===== src/rtl/shfc_pkg.sv =====
// Shared constants for the single/half float converter.
package shfc_pkg;

  localparam int SINGLE_W = 32;
  localparam int HALF_W   = 16;

  // Direction select codes
  localparam logic FUNC_S2H = 1'b0;
  localparam logic FUNC_H2S = 1'b1;

  // Single-precision field constants
  localparam logic [7:0]  S_EXP_MAX     = 8'hFF;
  localparam logic [7:0]  S_EXP_OVF     = 8'd143;  // half exponent would be >= 31
  localparam logic [7:0]  S_EXP_SUB_TOP = 8'd112;  // half exponent <= 0
  localparam logic [7:0]  S_EXP_SUB_MIN = 8'd102;  // below this, even the round bit is gone
  localparam logic [7:0]  S_SUB_SHIFT   = 8'd126;
  localparam logic [7:0]  EXP_REBIAS    = 8'd112;
  localparam logic [7:0]  H_SUB_EXP     = 8'd113;

  localparam logic [14:0] HALF_INF_MAG   = 15'h7C00;
  localparam logic [15:0] HALF_NAN       = 16'hFE00;
  localparam logic [30:0] SINGLE_INF_MAG = 31'h7F800000;
  localparam logic [31:0] SINGLE_NAN     = 32'hFFC00000;

endpackage


===== src/rtl/shfc_s2h.sv =====
// Single-to-half conversion datapath, round on first dropped bit.
module shfc_s2h (
  input  logic [shfc_pkg::SINGLE_W-1:0] single_bits,
  output logic [shfc_pkg::HALF_W-1:0]   half_bits
);

  logic        sgn;
  logic [7:0]  ex;
  logic [22:0] man;
  logic [23:0] full;
  logic [4:0]  sh;
  logic [23:0] sub_q;
  logic [23:0] sub_q_rnd;
  logic [10:0] sub_mag;
  logic [4:0]  hexp;
  logic [14:0] norm_mag;

  always_comb begin
    sgn  = single_bits[31];
    ex   = single_bits[30:23];
    man  = single_bits[22:0];
    full = {1'b1, man};

    // subnormal path: shift of 14..24 when used
    sh        = 5'(shfc_pkg::S_SUB_SHIFT - ex);
    sub_q     = full >> sh;
    sub_q_rnd = full >> (sh - 5'd1);
    sub_mag   = sub_q[10:0] + {10'd0, sub_q_rnd[0]};

    // normal path; a carry may ripple up to infinity
    hexp     = 5'(ex - shfc_pkg::EXP_REBIAS);
    norm_mag = {hexp, man[22:13]} + {14'd0, man[12]};

    if (ex == 8'd0) begin
      half_bits = {sgn, 15'd0};
    end else if (ex == shfc_pkg::S_EXP_MAX) begin
      half_bits = (man == 23'd0) ? {sgn, shfc_pkg::HALF_INF_MAG} : shfc_pkg::HALF_NAN;
    end else if (ex >= shfc_pkg::S_EXP_OVF) begin
      half_bits = {sgn, shfc_pkg::HALF_INF_MAG};
    end else if (ex <= shfc_pkg::S_EXP_SUB_TOP) begin
      if (ex >= shfc_pkg::S_EXP_SUB_MIN) begin
        half_bits = {sgn, 4'd0, sub_mag};
      end else begin
        half_bits = {sgn, 15'd0};
      end
    end else begin
      half_bits = {sgn, norm_mag};
    end
  end

endmodule


===== src/rtl/shfc_h2s.sv =====
// Half-to-single conversion datapath with leading-zero normalize.
module shfc_h2s (
  input  logic [shfc_pkg::HALF_W-1:0]   half_bits,
  output logic [shfc_pkg::SINGLE_W-1:0] single_bits
);

  logic        sgn;
  logic [4:0]  ex;
  logic [9:0]  man;
  logic [3:0]  msb;
  logic [3:0]  lz;
  logic [10:0] norm;
  logic [7:0]  sub_exp;

  always_comb begin
    sgn = half_bits[15];
    ex  = half_bits[14:10];
    man = half_bits[9:0];

    // highest set bit of the subnormal mantissa
    msb = 4'd0;
    for (int i = 0; i < 10; i++) begin
      if (man[i]) msb = 4'(i);
    end
    lz      = 4'd10 - msb;
    norm    = {1'b0, man} << lz;
    sub_exp = shfc_pkg::H_SUB_EXP - {4'd0, lz};

    if (half_bits[14:0] == 15'd0) begin
      single_bits = {sgn, 31'd0};
    end else if (ex == 5'd0) begin
      single_bits = {sgn, sub_exp, norm[9:0], 13'd0};
    end else if (ex == 5'h1F) begin
      single_bits = (man == 10'd0) ? {sgn, shfc_pkg::SINGLE_INF_MAG} : shfc_pkg::SINGLE_NAN;
    end else begin
      single_bits = {sgn, {3'd0, ex} + shfc_pkg::EXP_REBIAS, man, 13'd0};
    end
  end

endmodule


===== src/rtl/single_half_float_converter_top.sv =====
// Single/half precision float bit converter, top level.
//
// Command interface: a word is taken at each rising edge with start high
// and busy low. busy is never raised, so a word may be issued every cycle.
// in_func selects the direction (0 single-to-half, 1 half-to-single);
// in_operand_bits holds single bits, or half bits in the low 16 bits.
// The converted word passes through the input register, the conversion
// logic and the result register to out_result_bits, flagged by out_valid
// for exactly one cycle; a half result sits in the low 16 bits with the
// upper bits zero.
// Throughput: 1 word per cycle, set by the single pass through the
// conversion logic between the two registers.
// Reset (synchronous, rst_n low) drops any word in flight and clears
// out_valid. The receiver cannot stall: every result must be taken on the
// cycle it is shown.
module single_half_float_converter_top (
  input  logic        clk,
  input  logic        rst_n,
  input  logic        start,
  output logic        busy,
  input  logic        in_func,
  input  logic [31:0] in_operand_bits,
  output logic        out_valid,
  output logic [31:0] out_result_bits
);

  logic        in_vld_r;
  logic        in_func_r;
  logic [31:0] in_op_r;
  logic        out_vld_r;
  logic [31:0] out_res_r;
  logic [31:0] out_res_nxt;
  logic [15:0] s2h_res;
  logic [31:0] h2s_res;

  assign busy = 1'b0;

  always_ff @(posedge clk) begin
    if (!rst_n) begin
      in_vld_r  <= 1'b0;
      out_vld_r <= 1'b0;
    end else begin
      in_vld_r  <= start && !busy;
      out_vld_r <= in_vld_r;
    end
  end

  always_ff @(posedge clk) begin
    if (start && !busy) begin
      in_func_r <= in_func;
      in_op_r   <= in_operand_bits;
    end
    if (in_vld_r) begin
      out_res_r <= out_res_nxt;
    end
  end

  shfc_s2h u_s2h (
    .single_bits (in_op_r),
    .half_bits   (s2h_res)
  );

  shfc_h2s u_h2s (
    .half_bits   (in_op_r[15:0]),
    .single_bits (h2s_res)
  );

  assign out_res_nxt = (in_func_r == shfc_pkg::FUNC_H2S) ? h2s_res : {16'd0, s2h_res};

  assign out_valid       = out_vld_r;
  assign out_result_bits = out_res_r;

endmodule


===== config.mk =====
export PLATFORM = sky130hd
export DESIGN_NAME = single_half_float_converter_top
export DESIGN_NICKNAME = d
export VERILOG_FILES = /design/src/rtl/shfc_pkg.sv /design/src/rtl/shfc_s2h.sv /design/src/rtl/shfc_h2s.sv /design/src/rtl/single_half_float_converter_top.sv
export SDC_FILE = /design/constraint.sdc
export NUM_CORES = 1
export LEC_CHECK = 0
export BUFFER_PORTS_ARGS = -buffer_cell sky130_fd_sc_hd__buf_2
export CORE_AREA = 5 5 99 101
export CTS_BUF_LIST = sky130_fd_sc_hd__clkbuf_8
export DETAILED_ROUTE_END_ITERATION = 8
export DIE_AREA = 0 0 104 106
export PLACE_DENSITY = 0.93
export SLEW_MARGIN = 30
export SYNTH_ARGS = -nofsm -noshare
export SYNTH_HDL_FRONTEND = slang
export SYNTH_SLANG_ARGS = --single-unit

===== constraint.sdc =====
create_clock -name clk -period 5 [get_ports clk]
set_input_delay 0.5 -clock clk [delete_from_list [all_inputs] [get_ports clk]]
set_output_delay 0.5 -clock clk [all_outputs]
set_load 0.01 [all_outputs]

==> impl_metrics.csv, run 1 <==
group,metric,value,unit
clock_tree,cts_hold_buffers,0,
worst_setup_path,critical_path.reg2reg.endpoint,"out_result_bits[2]$_SDFFCE_PP0P_",
synthesis,post_synth_main_area_contributors,"sky130_fd_sc_hd__edfxtp_1 (37%), sky130_fd_sc_hd__mux4_2 (6.1%), sky130_fd_sc_hd__mux2i_1 (4.8%)",
min_path,min-delay-start,"in_operand_bits[31]",
detailed_routing,detail_route.vias_per_cell,6.70,
detailed_routing,routed_wirelength,13900,um
place,post-dp-hpwl,10300,um
detailed_routing,wire_length_per_cell_after_detailed_routing,20.8,um
global_route,number_of_antenna_violations_at_the_first_check_in_global_routing,0,
die,fp.dieArea,11000,sq um
synthesis,synth_sequential_area_ratio,37.9,%
worst_setup_path,critical_path.top_delay_family,"simple AND/OR/NAND/NOR gates",
synthesis,edff_count_synth,64,
worst_setup_path,timing.critical_path.to_type,"flip-flop",
layout,utilization,64.3,%
worst_setup_path,timing.reg2reg.setup_slack,0.87,ns
sta,setup_tns,0,ns
layout,final_nets,605,
global_route,grt_use_total,25.3,%
sta,highest_attainable_clock_frequency,0.242,GHz
sta,tightest_slew,0.972,ns
synthesis,synthesis.area_per_instance,10.2,sq um
detailed_routing,routed_met3_length,1410,um
pwr,power.leakage,2.18,nW
layout,syn_to_final_growth,10.8,%
global_route,grt_first_pass_wirelength,22700,um
sta,rsz_0062_raised_after_global_routing,"no",
sta,holdWs,0.321,ns
synthesis,synth.cells.most_frequent,"sky130_fd_sc_hd__edfxtp_1 (64), sky130_fd_sc_hd__nand2_1 (39), sky130_fd_sc_hd__nor2_1 (37)",
synthesis,synthDominantCellAreaShare,37.1,%
detailed_routing,dr.pass1.iters,6,
global_route,first_global_vias,4337,
die,floorplan.die.width,104,um
worst_setup_path,timing.critical_path.arrival,4.22,ns
pwr,worst_ir_drop_vdd,0.171,mV
pwr,power_report.internal_total,1.19,mW
layout,filler_cell_count,720,
synthesis,synth_fp_nets,556,
synthesis,synth_most_common_cell,"sky130_fd_sc_hd__edfxtp_1",
synthesis,synth-async-reset-ratio,0,%
worst_setup_path,crit_path_max_fanout,10,
clock_tree,number_of_levels_in_the_clock_h_tree,3,
clock_tree,clk_transition_reported_paths,0.08,ns
layout,final_area,5740,sq um
run_status,outcome,"complete, no violations",
layout,num_antenna_cells,0,
sta,final.min_clock_period,4.13,ns
detailed_routing,ant_nets,0,
die,dieHeight,106,um
synthesis,ys_warn_count,0,
clock_tree,cts_max_path_buffers,2,
synthesis,synth_cell_type_count,83,
synthesis,synth_largest_area_cell,"sky130_fd_sc_hd__edfxtp_1",
place,finalWeightedCongestion,0.976,
synthesis,syn_inst,506,
worst_setup_path,crit_slowest_cell,"sky130_fd_sc_hd__edfxtp_1",
layout,area.sequential,1960,sq um
global_route,grt_overflow,0,
die,core,8930,sq um
detailed_routing,met1Wirelength,5770,um
die,fp-row-count,35,
worst_setup_path,critical_path.n_buffers_inverters,0,
min_path,hold_path_class,"input pin to flip-flop",
clock_tree,tritoncts,"done",
synthesis,synth_top_flop_cell,"sky130_fd_sc_hd__edfxtp_1",
clock_tree,root_buffer,"sky130_fd_sc_hd__clkbuf_8",
pwr,share_clk_of_total_power,28.2,%
min_path,worst_hold_path.num_cells,1,
pwr,p_total,1.81,mW
run,max_cap_violations,0,
detailed_routing,post-route-drc-count,0,
clock_tree,numCtsBuffers,9,
clock_tree,postCtsSetupRepairBufs,0,
pwr,power.share.combinational,31.9,%
detailed_routing,met2RoutedLength,6250,um
worst_setup_path,worstRegToRegCells,12,
layout,final_layout_size_suffix_gt1_share,26.1,%
place,placed_cell_area,5510,sq um
worst_setup_path,timing_worst_setup_path_type,"flip-flop to flip-flop",
worst_setup_path,timing.critical_path.from_type,"flip-flop",
die,initial_utilization,58.0,%
detailed_routing,drt-initial-drc-count,572,
sta,timing.final.crit_share,82.6,%
clock_tree,cts.sink_count,66,
pwr,power.density,315,nW/um^2
sta,setup_viol_count_final,0,
detailed_routing,routed.top_layer,"met4",
pwr,switching_share,34.0,%
global_route,grt_start_max_net_pins,35,
sta,finalHoldViolCount,0,
pwr,seqPwrFrac,39.9,%
pwr,total_switching_power,616,uW
sta,report.final.slew_viol_count,0,
worst_setup_path,critical_path_required,5.09,ns
sta,timing.clock.skew,0.0157,ns
clock_tree,post_cts_resize_count,0,
die,top_ports,70,
clock_tree,clk-insertion-delay-late,0.35,ns
min_path,timing.hold.worst_endpoint,"in_op_r[31]$_DFFE_PP_",
worst_setup_path,critical_path.max_stage_delay,0.60,ns
layout,multiInputGateArea,2930,sq um
worst_setup_path,crit-reg2reg-launch,"in_op_r[25]$_DFFE_PP_",
worst_setup_path,timing.critical_path.cells,"ha_1 -> nor2b_2 -> o21a_1 -> nor2_2 -> xnor2_1 -> mux4_2 -> a21o_1 -> ha_1 -> ha_1 -> or3_1 -> a32oi_1 -> nor2_1",
detailed_routing,vias,4494,
worst_setup_path,crit_path_frequent_cell,"sky130_fd_sc_hd__ha_1",
synthesis,synth.ff_latch_count,66,
place,portBuffers,68,
sta,worst_slew_margin_rel,35.1,%
synthesis,synthesis.area,5180,sq um
power groups by stage:
| stage | clock network, mW | registers, mW | logic (mW) |
|---|---|---|---|
| floorplan | 0 | 0.705 | 0.438 |
| global placement | 0 | 0.730 | 0.556 |
| detailed placement | 0 | 0.732 | 0.562 |
| CTS | 0.518 | 0.720 | 0.565 |
| global route | 0.546 | 0.728 | 0.627 |
| finish | 0.510 | 0.723 | 0.577 |
worst reg2reg max path, delay by kind of cell (launching register included):
kind,cells,cell delay [ns]
compound gates,3,0.68
xor+xnor,1,0.24
fa+ha+maj,3,0.76
flops,1,0.60
mux,1,0.54
simple gates,4,1.06
flip-flops by register name, summed over array words and instances (netlist names):
name and cells:
in_vld_r 1, out_result_bits 31, out_valid 1, in_op_r 32, in_func_r 1
per-stage QoR:
stage	setup WS [ns]	std cells
floorplan	0.629	506
global placement	1.00	655
detailed placement	0.940	655
CTS	0.909	671
global route	0.613	671
finish	0.872	671
cell families after synthesis:
family          after synthesis  synth area share [%]
mux                          49                  13.1
compound gates              129                  18.4
buf+inv                      57                  5.60
simple gates                166                  17.2
flops                        66                  37.9
xor+xnor                     24                  4.42
other cells                   1                0.0724
fa+ha+maj                    14                  3.38
per-layer routing:
| layer | track usage, % | up-vias |
|---|---|---|
| met3 | 4.37 | 41 |
| met4 | 10.8 | 0 |
| li1 | - | 2042 |
| met5 | 0 | - |
| met1 | 35.4 | 2096 |
| met2 | 39.0 | 315 |
cell usage in the layout (no fill, tap or decap), types with 6 or more instances in the layout:
cell                       count
sky130_fd_sc_hd__buf_2        68
sky130_fd_sc_hd__a221oi_1      6
sky130_fd_sc_hd__o21ai_0      19
sky130_fd_sc_hd__nand2_1      39
sky130_fd_sc_hd__buf_4        11
sky130_fd_sc_hd__clkbuf_8     10
sky130_fd_sc_hd__and2_1        7
sky130_fd_sc_hd__o211ai_1      7
sky130_fd_sc_hd__nand3_1      21
sky130_fd_sc_hd__mux2_2       10
sky130_fd_sc_hd__xnor2_1      14
sky130_fd_sc_hd__edfxtp_1     64
sky130_fd_sc_hd__o21a_1        7
sky130_fd_sc_hd__a22oi_1       7
sky130_fd_sc_hd__a21oi_1      24
sky130_fd_sc_hd__nand4_1       9
sky130_fd_sc_hd__ha_1         14
sky130_fd_sc_hd__mux2i_1      25
sky130_fd_sc_hd__nor2_1       37
sky130_fd_sc_hd__inv_1        15
sky130_fd_sc_hd__xor2_1        9
sky130_fd_sc_hd__nor3_1       10
sky130_fd_sc_hd__mux4_2       14
layout make-up:
cell class,count,area share (%)
clock buffer,10,2.40
clock inverter,6,1.57
inverter,16,1.05
multi-input combinational,383,51.0
sequential,66,34.2
tap,111,2.42
timing repair buffer,79,7.37
how the worst max path moves through the flow:
stage	start	endpoint	slack (ns)	depth (start not counted)
final	in_op_r[25]$_DFFE_PP_	out_result_bits[2]$_SDFFCE_PP0P_	0.87	12
after global routing	in_op_r[25]$_DFFE_PP_	out_result_bits[10]$_SDFFCE_PP0P_	0.61	13
after CTS	in_op_r[25]$_DFFE_PP_	out_result_bits[2]$_SDFFCE_PP0P_	0.91	12
after detailed placement	in_op_r[25]$_DFFE_PP_	out_result_bits[2]$_SDFFCE_PP0P_	0.94	12
after global placement	in_op_r[25]$_DFFE_PP_	out_result_bits[2]$_SDFFCE_PP0P_	1.00	12
after floorplan	in_op_r[23]$_DFFE_PP_	out_result_bits[2]$_SDFFCE_PP0P_	0.63	17
(Power assumes the default switching activity.)
==> run 2: changes to the inputs <==
- ABC_AREA: not set -> 1
- PLACE_DENSITY: 0.93 -> 0.92
- clock period: 5 -> 4 ns (I/O delays scaled with it)
==> run 2 against run 1 <==
Effect of this change:
- final cell count increased by 28%
- clock power increased by 13%
- via count increased by 18%
- synthesized cell count increased by 35%
- critical path depth increased by 6
- setup slack got worse by 0.46 ns
- clock skew decreased by 0.0035 ns
- combinational power increased by 34%
- power increased by 23%
- clock-buffer cell count unchanged
- non-clock buffer count decreased by 5
- flip-flop and latch count unchanged
- critical path type unchanged
==> impl_metrics.csv, run 2 <==
group,metric,value,unit
die,dieHeight,106,um
sta,setup_tns,0,ns
synthesis,synth_fp_nets,732,
worst_setup_path,worstRegToRegCells,18,
worst_setup_path,critical_path.reg2reg.endpoint,"out_result_bits[8]$_SDFFCE_PP0P_",
worst_setup_path,critical_path.top_delay_family,"simple AND/OR/NAND/NOR gates",
synthesis,synthesis.area_per_instance,7.56,sq um
die,top_ports,70,
sta,highest_attainable_clock_frequency,0.279,GHz
die,core,8930,sq um
sta,report.final.slew_viol_count,0,
clock_tree,number_of_levels_in_the_clock_h_tree,3,
pwr,worst_ir_drop_vdd,0.264,mV
detailed_routing,vias,5318,
synthesis,synth_cell_type_count,48,
detailed_routing,ant_nets,0,
worst_setup_path,timing.critical_path.to_type,"flip-flop",
worst_setup_path,critical_path.n_buffers_inverters,2,
synthesis,synth-async-reset-ratio,0,%
synthesis,post_synth_main_area_contributors,"sky130_fd_sc_hd__edfxtp_1 (37%), sky130_fd_sc_hd__nand3_1 (14%), sky130_fd_sc_hd__nand2_1 (12%)",
sta,setup_viol_count_final,0,
layout,final_nets,793,
min_path,hold_path_class,"input pin to flip-flop",
run,max_cap_violations,0,
worst_setup_path,timing.critical_path.arrival,3.78,ns
pwr,power.share.combinational,34.7,%
pwr,power.leakage,2.57,nW
worst_setup_path,crit-reg2reg-launch,"in_op_r[23]$_DFFE_PP_",
synthesis,edff_count_synth,64,
clock_tree,cts.sink_count,66,
min_path,min-delay-start,"in_operand_bits[31]",
layout,largest_register_ff_count,32,
worst_setup_path,crit_path_frequent_cell,"sky130_fd_sc_hd__ha_1",
sta,worst_slew_margin_rel,54.7,%
place,finalWeightedCongestion,0.981,
layout,most_frequent_cells_in_the_layout,"sky130_fd_sc_hd__nand2_1 (163), sky130_fd_sc_hd__nand3_1 (144), sky130_fd_sc_hd__buf_2 (68)",
global_route,grt_start_max_net_pins,35,
worst_setup_path,timing_worst_setup_path_type,"flip-flop to flip-flop",
sta,final.min_clock_period,3.59,ns
worst_setup_path,critical_path_required,4.19,ns
run_status,outcome,"complete, no violations",
detailed_routing,routed_wirelength,14800,um
synthesis,ys_warn_count,0,
worst_setup_path,timing.reg2reg.setup_slack,0.41,ns
sta,timing.clock.skew,0.0122,ns
sta,timing.final.crit_share,89.8,%
pwr,p_total,2.23,mW
global_route,grt_overflow,0,
synthesis,synthDominantCellAreaShare,37.3,%
synthesis,synth_most_common_cell,"sky130_fd_sc_hd__nand2_1",
clock_tree,postCtsSetupRepairBufs,0,
synthesis,synth.ff_latch_count,66,
detailed_routing,dr.pass1.iters,6,
detailed_routing,post-route-drc-count,0,
place,pre_cts_slack,0.517,ns
worst_setup_path,timing.critical_path.from_type,"flip-flop",
die,fp-row-count,35,
place,portBuffers,68,
layout,fin_cells,859,
clock_tree,clk_transition_reported_paths,0.08,ns
synthesis,synth_top_flop_cell,"sky130_fd_sc_hd__edfxtp_1",
pwr,power_report.internal_total,1.38,mW
worst_setup_path,critical_path.max_stage_delay,0.45,ns
global_route,number_of_antenna_violations_at_the_first_check_in_global_routing,0,
clock_tree,tritoncts,"done",
synthesis,synth.cells.most_frequent,"sky130_fd_sc_hd__nand2_1 (163), sky130_fd_sc_hd__nand3_1 (144), sky130_fd_sc_hd__edfxtp_1 (64)",
synthesis,syn_inst,682,
sta,tightest_slew,0.679,ns
worst_setup_path,crit_slowest_cell,"sky130_fd_sc_hd__edfxtp_1",
min_path,timing.hold.worst_endpoint,"in_op_r[31]$_DFFE_PP_",
layout,mostFrequentLayoutCell,"sky130_fd_sc_hd__nand2_1",
layout,syn_to_final_growth,10.5,%
detailed_routing,wire_length_per_cell_after_detailed_routing,17.2,um
synthesis,synthesis.area,5160,sq um
detailed_routing,detail_route.vias_per_cell,6.19,
sta,finalHoldViolCount,0,
die,floorplan.die.width,104,um
layout,regMostFlops,"in_op_r",
die,fp.dieArea,11000,sq um
clock_tree,cts_hold_buffers,0,
clock_tree,clk-insertion-delay-late,0.35,ns
worst_setup_path,timing.critical_path.from,"in_op_r[23]$_DFFE_PP_",
clock_tree,cts_max_path_buffers,2,
clock_tree,numCtsBuffers,9,
pwr,share_clk_of_total_power,26.0,%
min_path,worst_hold_path.num_cells,1,
worst_setup_path,crit_path_max_fanout,29,
synthesis,synth_largest_area_cell,"sky130_fd_sc_hd__edfxtp_1",
sta,rsz_0062_raised_after_global_routing,"no",
worst_setup_path,timing.critical_path.cells,"buf_4 -> ha_1 -> inv_1 -> nand2_2 -> nand2_4 -> nor2_1 -> xor2_1 -> o211ai_1 -> o21a_1 -> a21oi_1 -> ha_1 -> ha_1 -> nand3_4 -> nor2_8 -> nand3_1 -> nand2_1 -> nand3_1 -> a21oi_1",
pwr,power.density,391,nW/um^2
synthesis,synth_sequential_area_ratio,38.0,%
sta,worst_slack,0.410,ns
global_route,grt_first_pass_wirelength,24600,um
pwr,switching_share,38.2,%
pwr,seqPwrFrac,39.3,%
global_route,grt_use_total,27.1,%
global_route,first_global_vias,5084,
clock_tree,root_buffer,"sky130_fd_sc_hd__clkbuf_8",
layout,num_antenna_cells,0,
pwr,total_switching_power,851,uW
die,initial_utilization,57.7,%
detailed_routing,drt-initial-drc-count,659,
clock_tree,post_cts_resize_count,0,
place,dp_cells,843,
place,post-dp-hpwl,11000,um
layout,final_layout_size_suffix_gt1_share,19.1,%
## run 2: changes by cell type in the layout (fill, tap and decap cells not counted), moves of 9 or more
cell / before / now
sky130_fd_sc_hd__inv_1: 15 / 61
sky130_fd_sc_hd__nand2_1: 39 / 163
sky130_fd_sc_hd__mux2_2: 10 / 0
sky130_fd_sc_hd__o21ai_0: 19 / 28
sky130_fd_sc_hd__inv_2: 1 / 10
sky130_fd_sc_hd__a21oi_1: 24 / 46
sky130_fd_sc_hd__mux2i_1: 25 / 0
sky130_fd_sc_hd__mux4_2: 14 / 0
sky130_fd_sc_hd__nand3_1: 21 / 144
sky130_fd_sc_hd__xnor2_1: 14 / 0
## run 2: logic make-up after synthesis
logic type	Yosys count	share of synthesized area (%)
AOI/OAI and AO/OA	101	11.3
other	1	0.0727
buffers and inverters	99	9.29
xor gates and xnor gates	4	0.970
DFF	66	38.0
and+or+nand+nor	397	36.9
adders and majority gates	14	3.40
## run 2: area by class of cell
class,count,area [sq um]
inverters,75,292
clock buffers,10,138
flip-flops and latches,66,1960
multi-input cells,517,2720
fillers,789,3230
repair buffers,74,385
well taps,111,139
clock inverters,6,66.3
## run 2: metal layers
metal | global-route usage, % | vias up | share of wire (%)
met5 | 0 | - | 0
met4 | 10.4 | 0 | 3.2
li1 | - | 2473 | -
met3 | 6.98 | 53 | 12
met1 | 36.5 | 2418 | 40
met2 | 42.0 | 374 | 44
## run 2: stage by stage
stage	hold slack (ns)	cell area (sq um)	utilization [%]
after CTS	0.210	5700	63.8
after detailed placement	0.578	5500	61.5
after floorplan	0.493	5160	-
final	0.221	5700	63.8
after global placement	0.576	5500	61.5
after global routing	0.196	5700	63.8
## run 2: how the worst max path moves through the flow
stage,slack [ns],endpoint,cells after the start
floorplan,0.56,out_result_bits[10]$_SDFFCE_PP0P_,20
global placement,0.65,out_result_bits[10]$_SDFFCE_PP0P_,17
detailed placement,0.52,out_result_bits[10]$_SDFFCE_PP0P_,17
CTS,0.50,out_result_bits[8]$_SDFFCE_PP0P_,18
global route,0.12,out_result_bits[8]$_SDFFCE_PP0P_,18
finish,0.41,out_result_bits[8]$_SDFFCE_PP0P_,18
## run 2: power by group through the flow
| stage | sequential, mW | combinational [mW] | clock, mW |
|---|---|---|---|
| after floorplan | 0.888 | 0.562 | 0 |
| after global placement | 0.886 | 0.730 | 0 |
| after detailed placement | 0.888 | 0.748 | 0 |
| after CTS | 0.872 | 0.754 | 0.590 |
| after global routing | 0.881 | 0.853 | 0.627 |
| final | 0.876 | 0.774 | 0.578 |
